--- config.mk ---
export PLATFORM = sky130hd
export DESIGN_NAME = date_string_validator_flat
export DESIGN_NICKNAME = d
export VERILOG_FILES = /design/src/design/dsv_pkg.sv /design/src/design/dsv_in_if.sv /design/src/design/dsv_out_if.sv /design/src/design/date_string_validator.sv /design/src/flat_wrapper.sv
export VERILOG_INCLUDE_DIRS = /design/src /design/src/design
export SDC_FILE = /design/constraint.sdc
export NUM_CORES = 1
export LEC_CHECK = 0
export ABC_AREA = 1
export BUFFER_PORTS_ARGS = -buffer_cell sky130_fd_sc_hd__buf_2
export CAP_MARGIN = 20
export CORE_MARGIN = 10
export CORE_UTILIZATION = 48
export CTS_CLUSTER_DIAMETER = 120
export DETAILED_ROUTE_END_ITERATION = 7
export GPL_TIMING_DRIVEN = 0
export PLACE_DENSITY_LB_ADDON = 0.1
export SLEW_MARGIN = 25
export SYNTH_ARGS = -nofsm -noshare
export SYNTH_HDL_FRONTEND = slang
export SYNTH_SLANG_ARGS = --single-unit
--- constraint.sdc ---
create_clock -name i_clk -period 5 [get_ports i_clk]
set_input_delay 0.25 -clock i_clk [delete_from_list [all_inputs] [get_ports i_clk]]
set_output_delay 0.25 -clock i_clk [all_outputs]
set_load 0.05 [all_outputs]
--- src/design/date_string_validator_defines.svh ---
// Assertion helpers used by date_string_validator.sv.
`ifndef DATE_STRING_VALIDATOR_DEFINES_SVH
`define DATE_STRING_VALIDATOR_DEFINES_SVH

// Same-cycle implication, disabled while reset is low.
`define DSV_ASSERT_NOW(label, clk, rst_n, pre, post) \
    label: assert property (@(posedge clk) disable iff (!rst_n) (pre) |-> (post)) \
        else $error("dsv: same-cycle check failed");

// Next-cycle implication, disabled while reset is low.
`define DSV_ASSERT_NEXT(label, clk, rst_n, pre, post) \
    label: assert property (@(posedge clk) disable iff (!rst_n) (pre) |=> (post)) \
        else $error("dsv: next-cycle check failed");

`endif

--- src/design/dsv_pkg.sv ---
package dsv_pkg;

    localparam int SYMBOL_W = 8;

    localparam logic [SYMBOL_W-1:0] SEPARATOR  = 8'h2F;
    localparam logic [SYMBOL_W-1:0] DIGIT_ZERO = 8'h30;
    localparam logic [SYMBOL_W-1:0] DIGIT_NINE = 8'h39;

    localparam int SHORT_FIELD_DIGITS = 3;
    localparam int DAY_W              = 10;
    localparam int YMOD_W             = 9;
    localparam int YACC_W             = 12;

    localparam int DAY_MAX      = 31;
    localparam int DAY_MAX_30   = 30;
    localparam int MONTH_MAX    = 12;
    localparam int FEB_LEAP     = 29;
    localparam int FEB_COMMON   = 28;
    localparam int CENTURY      = 100;
    localparam int LEAP_PERIOD  = 400;
    localparam int LEAP_STEPS   = 9;

    localparam int MONTH_FEB = 2;
    localparam int MONTH_APR = 4;
    localparam int MONTH_JUN = 6;
    localparam int MONTH_SEP = 9;
    localparam int MONTH_NOV = 11;

    typedef enum logic [2:0] {
        F_DAY   = 3'b001,
        F_MONTH = 3'b010,
        F_YEAR  = 3'b100
    } t_field;

endpackage

--- src/design/dsv_in_if.sv ---
interface dsv_in_if;
    logic                          valid;
    logic                          ready;
    logic [dsv_pkg::SYMBOL_W-1:0]  symbol;
    logic                          end_of_string;

    modport source (output valid, output symbol, output end_of_string, input ready);
    modport sink   (input valid, input symbol, input end_of_string, output ready);
endinterface

--- src/design/dsv_out_if.sv ---
interface dsv_out_if;
    logic valid;
    logic ready;
    logic date_valid;

    modport source (output valid, output date_valid, input ready);
    modport sink   (input valid, input date_valid, output ready);
endinterface

--- src/design/date_string_validator.sv ---
// Date string checker, day/month/year.
// i_in carries one ASCII character per transfer in symbol; end_of_string
// marks the last character. o_out carries one date_valid bit per string,
// sent once the last character has been processed.
// Each character is registered on input, then folded into the field,
// digit count, day, month and year-residue registers. A last
// character's result goes via the input and output registers to o_out.
// Throughput: one character per cycle unless a last character waits on
// a stalled o_out, set by the single per-character field register update.
// Reset (synchronous, active low) clears the input and output stages and
// returns the parse state to the start of the day field.
// If the receiver stalls o_out, the result is held; characters that are
// not last keep flowing, and a second last character waits in the input
// register, which then stops further transfers on i_in.
// Up to YEAR_DIGITS digits are taken in the year field.
`include "date_string_validator_defines.svh"

module date_string_validator #(
    parameter int YEAR_DIGITS = 4
) (
    input  logic              i_clk,
    input  logic              i_rst_n,
    dsv_in_if.sink            i_in,
    dsv_out_if.source         o_out
);

    localparam int MAX_DIGITS = (YEAR_DIGITS > dsv_pkg::SHORT_FIELD_DIGITS) ?
                                YEAR_DIGITS : dsv_pkg::SHORT_FIELD_DIGITS;
    localparam int CNT_W      = $clog2(MAX_DIGITS + 1);

    localparam int DW = dsv_pkg::DAY_W;
    localparam int MW = dsv_pkg::YMOD_W;
    localparam int AW = dsv_pkg::YACC_W;

    function automatic logic [MW-1:0] f_mod400(input logic [AW-1:0] a);
        logic [AW-1:0] r;
        r = a;
        for (int k = 1; k <= dsv_pkg::LEAP_STEPS; k++) begin
            if (a >= AW'(k * dsv_pkg::LEAP_PERIOD)) begin
                r = a - AW'(k * dsv_pkg::LEAP_PERIOD);
            end
        end
        return r[MW-1:0];
    endfunction

    logic                          r_in_valid;
    logic [dsv_pkg::SYMBOL_W-1:0]  r_in_symbol;
    logic                          r_in_eos;
    logic                          r_out_valid;
    logic                          r_date_valid;

    dsv_pkg::t_field               r_field,  n_field;
    logic [CNT_W-1:0]              r_count,  n_count;
    logic [DW-1:0]                 r_day,    n_day;
    logic [DW-1:0]                 r_month,  n_month;
    logic [MW-1:0]                 r_ymod,   n_ymod;
    logic                          r_ynz,    n_ynz;
    logic                          r_failed, n_failed;

    logic                          out_free;
    logic                          proc_go;
    logic                          in_ready;
    logic                          is_digit;
    logic [3:0]                    digit;
    logic [CNT_W-1:0]              limit;
    logic [AW-1:0]                 yacc;
    logic                          century;
    logic                          leap;
    logic                          short_month;
    logic                          date_ok;

    assign out_free = !r_out_valid || o_out.ready;
    assign proc_go  = r_in_valid && (!r_in_eos || out_free);
    assign in_ready = !r_in_valid || proc_go;

    assign i_in.ready       = in_ready;
    assign o_out.valid      = r_out_valid;
    assign o_out.date_valid = r_date_valid;

    assign is_digit = (r_in_symbol >= dsv_pkg::DIGIT_ZERO) &&
                      (r_in_symbol <= dsv_pkg::DIGIT_NINE);
    assign digit    = r_in_symbol[3:0];
    assign limit    = (r_field == dsv_pkg::F_YEAR) ? CNT_W'(YEAR_DIGITS) :
                      CNT_W'(dsv_pkg::SHORT_FIELD_DIGITS);
    assign yacc     = ({{(AW-MW){1'b0}}, r_ymod} << 3) +
                      ({{(AW-MW){1'b0}}, r_ymod} << 1) + AW'(digit);

    always_comb begin
        n_field  = r_field;
        n_count  = r_count;
        n_day    = r_day;
        n_month  = r_month;
        n_ymod   = r_ymod;
        n_ynz    = r_ynz;
        n_failed = r_failed;
        priority if (r_in_symbol == dsv_pkg::SEPARATOR) begin
            if (r_field == dsv_pkg::F_YEAR || r_count == '0) begin
                n_failed = 1'b1;
            end else begin
                n_count = '0;
                n_field = (r_field == dsv_pkg::F_DAY) ? dsv_pkg::F_MONTH : dsv_pkg::F_YEAR;
            end
        end else if (is_digit) begin
            if (r_count >= limit) begin
                n_failed = 1'b1;
            end else begin
                n_count = r_count + CNT_W'(1);
                unique case (r_field)
                    dsv_pkg::F_DAY: begin
                        n_day = (r_day << 3) + (r_day << 1) + DW'(digit);
                    end
                    dsv_pkg::F_MONTH: begin
                        n_month = (r_month << 3) + (r_month << 1) + DW'(digit);
                    end
                    dsv_pkg::F_YEAR: begin
                        n_ymod = f_mod400(yacc);
                        n_ynz  = r_ynz || (digit != 4'd0);
                    end
                    default: begin
                        n_failed = 1'b1;
                    end
                endcase
            end
        end else begin
            n_failed = 1'b1;
        end
    end

    always_comb begin
        century = (n_ymod == MW'(dsv_pkg::CENTURY)) ||
                  (n_ymod == MW'(2 * dsv_pkg::CENTURY)) ||
                  (n_ymod == MW'(3 * dsv_pkg::CENTURY));
        leap    = (n_ymod[1:0] == 2'd0) && (!century || n_ymod == '0);
        short_month = (n_month == DW'(dsv_pkg::MONTH_APR)) ||
                      (n_month == DW'(dsv_pkg::MONTH_JUN)) ||
                      (n_month == DW'(dsv_pkg::MONTH_SEP)) ||
                      (n_month == DW'(dsv_pkg::MONTH_NOV));
        date_ok = !n_failed && (n_field == dsv_pkg::F_YEAR) && (n_count != '0) &&
                  (n_day != '0) && (n_day <= DW'(dsv_pkg::DAY_MAX)) &&
                  (n_month != '0) && (n_month <= DW'(dsv_pkg::MONTH_MAX)) &&
                  !(short_month && n_day > DW'(dsv_pkg::DAY_MAX_30)) &&
                  !(n_month == DW'(dsv_pkg::MONTH_FEB) &&
                    n_day > (leap ? DW'(dsv_pkg::FEB_LEAP) : DW'(dsv_pkg::FEB_COMMON))) &&
                  n_ynz;
    end

    always_ff @(posedge i_clk) begin
        if (!i_rst_n) begin
            r_in_valid  <= 1'b0;
            r_out_valid <= 1'b0;
            r_field     <= dsv_pkg::F_DAY;
            r_count     <= '0;
            r_day       <= '0;
            r_month     <= '0;
            r_ymod      <= '0;
            r_ynz       <= 1'b0;
            r_failed    <= 1'b0;
        end else begin
            if (in_ready) begin
                r_in_valid <= i_in.valid;
            end
            if (proc_go && r_in_eos) begin
                r_out_valid <= 1'b1;
            end else if (o_out.ready) begin
                r_out_valid <= 1'b0;
            end
            if (proc_go) begin
                if (r_in_eos) begin
                    r_field  <= dsv_pkg::F_DAY;
                    r_count  <= '0;
                    r_day    <= '0;
                    r_month  <= '0;
                    r_ymod   <= '0;
                    r_ynz    <= 1'b0;
                    r_failed <= 1'b0;
                end else begin
                    r_field  <= n_field;
                    r_count  <= n_count;
                    r_day    <= n_day;
                    r_month  <= n_month;
                    r_ymod   <= n_ymod;
                    r_ynz    <= n_ynz;
                    r_failed <= n_failed;
                end
            end
        end
    end

    always_ff @(posedge i_clk) begin
        if (in_ready && i_in.valid) begin
            r_in_symbol <= i_in.symbol;
            r_in_eos    <= i_in.end_of_string;
        end
        if (proc_go && r_in_eos) begin
            r_date_valid <= date_ok;
        end
    end

    `DSV_ASSERT_NEXT(a_result_after_last, i_clk, i_rst_n,
        proc_go && r_in_eos, r_out_valid)
    `DSV_ASSERT_NEXT(a_state_cleared, i_clk, i_rst_n,
        proc_go && r_in_eos,
        r_field == dsv_pkg::F_DAY && r_count == '0 && !r_failed && !r_ynz)
    `DSV_ASSERT_NOW(a_stall_only_on_last, i_clk, i_rst_n,
        r_in_valid && !proc_go, r_in_eos && r_out_valid && !o_out.ready)

endmodule

--- src/flat_wrapper.sv ---
// flat-port wrapper written by rule: the top's interface ports become plain ports
module date_string_validator_flat 
#(
    parameter int YEAR_DIGITS = 4
)
  (i_clk, i_rst_n, i_in_valid, i_in_symbol, i_in_end_of_string, i_in_ready, o_out_valid, o_out_date_valid, o_out_ready);
  dsv_in_if i_in_i ();
  dsv_out_if o_out_i ();
  input  logic i_clk;
  input  logic i_rst_n;
  input wire logic [$bits(i_in_i.valid)-1:0] i_in_valid;
  input wire logic [$bits(i_in_i.symbol)-1:0] i_in_symbol;
  input wire logic [$bits(i_in_i.end_of_string)-1:0] i_in_end_of_string;
  output wire logic [$bits(i_in_i.ready)-1:0] i_in_ready;
  output wire logic [$bits(o_out_i.valid)-1:0] o_out_valid;
  output wire logic [$bits(o_out_i.date_valid)-1:0] o_out_date_valid;
  input wire logic [$bits(o_out_i.ready)-1:0] o_out_ready;
  assign i_in_i.valid = i_in_valid;
  assign i_in_i.symbol = i_in_symbol;
  assign i_in_i.end_of_string = i_in_end_of_string;
  assign i_in_ready = i_in_i.ready;
  assign o_out_valid = o_out_i.valid;
  assign o_out_date_valid = o_out_i.date_valid;
  assign o_out_i.ready = o_out_ready;
  date_string_validator #(.YEAR_DIGITS(YEAR_DIGITS)) u_core (.i_clk(i_clk), .i_rst_n(i_rst_n), .i_in(i_in_i), .o_out(o_out_i));
endmodule
==> reports/metrics.yaml <==
initial_core_util: 0.498
post-synth-top-area-fraction: 0.162
clk_pin_slew_ns: 0.10
synthCells: 784
finalSetupViolations: 0
use_met1: 0.217
synth_cell_types: 45
grt_antenna_before_repair: 0
vdd_drop_max_mv: 0.143
multi_input_area_sq_mm: 0.00381
grt_pass1_vias: 4738
cp_data_required_time_ns: 5.08
hold_slack_ns: 0.117
crit_fanout: 6
path_common_cell: "nand2_1"
wl_per_cell_microns: 14.1
synth_area_sq_mm: 0.00519
max-cap-violations: 0
fmax_ghz: 0.200
fillers: 999
final_hold_viol_count: 0
ant_nets: 0
finalPower_mw: 0.761
p_sw_mw: 0.183
p_clk_frac: 0.382
clk_latency_ns: 0.31
synth_area_leaders: "ha_1, nand2_1, dfxtp_1"
coreArea_sq_mm: 0.0104
cts_hold_buffers: 0
fin_skew_ns: 0.0148
vias: 5106
postLayoutCoreUtil: 0.575
max_stage_delay_ns: 0.46
wl_microns: 13700
synth_top_flop_cell: "dfxtp_1"
fin_ws_ns: 0.00356
slew_viol_final: 0
drt_pass1_iterations: 4
cts_tree: "done"
drc: 0
ys_ff_latch: 49
syn_to_final_growth_pct: 15.5
portBuffers: 15
synth_area_per_cell_sq_um: 6.62
seqCellArea_sq_mm: 0.00108
ys_warn_count: 0
place_area_sq_mm: 0.00543
grt_pass1_wl_microns: 22700
outcome: "complete, no violations"
cp-end-kind: "flip-flop"
rsz0062_at_grt: "yes"
min_period_ns: 5.00
dp_hpwl_microns: 10700
combPwrFrac: 0.073
grt_overflow: 0
antenna_cells: 0
synth_edf_count: 10
p_sw_frac: 0.241
worstMarginPinSlew_ns: 0.560
viasPerCell: 5.24
layout-drive-gt1-share: 0.205
gp_congestion: 0.958
die-area_sq_mm: 0.0154
clock-root-buffer: "clkbuf_8"
clockBufferDepth: 2
ctsHtreeMaxLevel: 2
die_h_microns: 124
rows: 37
timing.final.crit_share: 0.999
io_pins: 16
fp.dieW_microns: 124
hp-class: "primary input to flip-flop"
crit_type: "flip-flop to flip-flop"
top_usage_layer: "met2"
grt_util_all_layers: 0.180
syn_nets: 870
p_leak_nw: 2.99
cts_buffers: 5
synth.most_common_cell: "nand2_1"
synthTopCellsByCount: "nand2_1, inv_1, ha_1"
grt_max_degree: 17
yosysSeqAreaShare: 0.208
finalNetCount: 923
cts.sinks: 49
yosys.area.top_type: "ha_1"
seq_power_share: 0.545
crit_slowest_cell: "fa_2"
drtIter0Drc: 284
critPathArrivalTime_ns: 5.07
async_reset_ff_frac: 0
slew_headroom: 0.627
globalRouteMet2Util: 0.322
p_per_area_mw_per_mm2: 127
fin_area_sq_mm: 0.00599
p_int_mw: 0.577
startpoint_type: "flip-flop"
place_ws_ns: -0.651
use_met3: 0.0226
==> worst max-delay path, delay by kind of cell (launching register included) <==
| family | cells | cell delay (ns) |
|---|---|---|
| compound gates | 3 | 0.34 |
| simple gates | 30 | 2.21 |
| buf+inv | 5 | 0.47 |
| fa+ha+maj | 4 | 1.26 |
| flops | 1 | 0.45 |
==> layout by cell type, fill, tap and decap left out, types with 2 or more instances in the layout <==
master,n
nor3_1,9
o21ai_1,7
nor2_1,38
nand4_1,7
clkbuf_8,5
o211ai_1,2
inv_2,12
dfxtp_2,2
ha_4,5
buf_1,2
fa_2,2
o21ai_2,3
nand3_2,16
nand3_1,29
a21oi_1,60
o31ai_1,2
o22ai_1,2
nor3_2,2
nand2_4,9
edfxtp_1,10
nor4_1,3
o21ai_0,36
clkinv_1,2
nor2_2,4
fa_1,4
buf_2,18
nor2_4,6
a21oi_2,6
xor2_1,13
xnor2_1,9
or2_2,14
nand2_1,211
dfxtp_1,37
inv_1,102
buf_4,30
clkbuf_1,8
ha_1,61
nand2_2,29
==> cell type report <==
class | count | share of cell area
Multi-Input combinational cell | 604 | 0.636
Buffer | 13 | 0.00877
Clock inverter | 3 | 0.00752
Clock buffer | 5 | 0.0115
Timing Repair Buffer | 46 | 0.0520
Tap cell | 136 | 0.0284
Inverter | 118 | 0.0754
Sequential cell | 49 | 0.181
==> layer usage <==
metal,share of wire,wire length (microns)
met1,0.43,5900
met3,0.032,432
met4,0.021,293
met5,0,0
met2,0.52,7080
==> path summary, 6_finish.rpt <==
kind	startpoint	cells after the start	slack (ns)	to
setup / recovery	u_core.r_in_symbol[3]	42	0.004	u_core.o_out.date_valid
hold / removal	i_in_symbol[4]	1	0.12	u_core.r_in_symbol[4]
setup reg to reg	u_core.r_in_symbol[3]	42	0.004	u_core.o_out.date_valid
hold reg to reg	u_core.r_month[9]	2	0.48	u_core.r_month[9]
==> power by group through the flow <==
stage               clock network, mW  logic (mW)  registers, mW
floorplan                           0      0.0313          0.423
global placement                    0      0.0489          0.424
detailed placement                  0      0.0499          0.424
CTS                             0.299      0.0534          0.414
global route                    0.316      0.0622          0.415
finish                          0.290      0.0558          0.414
==> sequential cells by signal, indices dropped and copies added (netlist names), 3 cells and up <==
register	count
u_core.r_count	3
u_core.r_day	10
u_core.r_field	3
u_core.r_in_symbol	8
u_core.r_month	10
u_core.r_ymod	9
==> metrics by stage <==
stage	TNS, ns	cells
6_report	0	974
5_1_grt	-0.372	974
4_1_cts	-0.0310	955
3_5_place_dp	-0.651	935
3_3_place_gp	-0.606	935
2_1_floorplan	0	784
==> cells by family after synthesis <==
kind of cell | count (synthesis) | share of synthesized area
buffers and inverters | 131 | 0.0960
flip-flops | 49 | 0.208
multiplexers | 1 | 0.00193
AND/OR/NAND/NOR | 380 | 0.336
XOR/XNOR | 23 | 0.0388
adder cells (fa/ha/maj) | 73 | 0.185
AO/OA/AOI/OAI | 127 | 0.134
==> repair_timing <==
action,4_1_cts,5_1_grt
setup endpoints to repair,1,1
pin swaps,12,38
buffers inserted,12,19
cloned,0,0
resized for setup,28,31
endpoints found under the hold margin,0,0
Power figures use the tool's default switching activity.
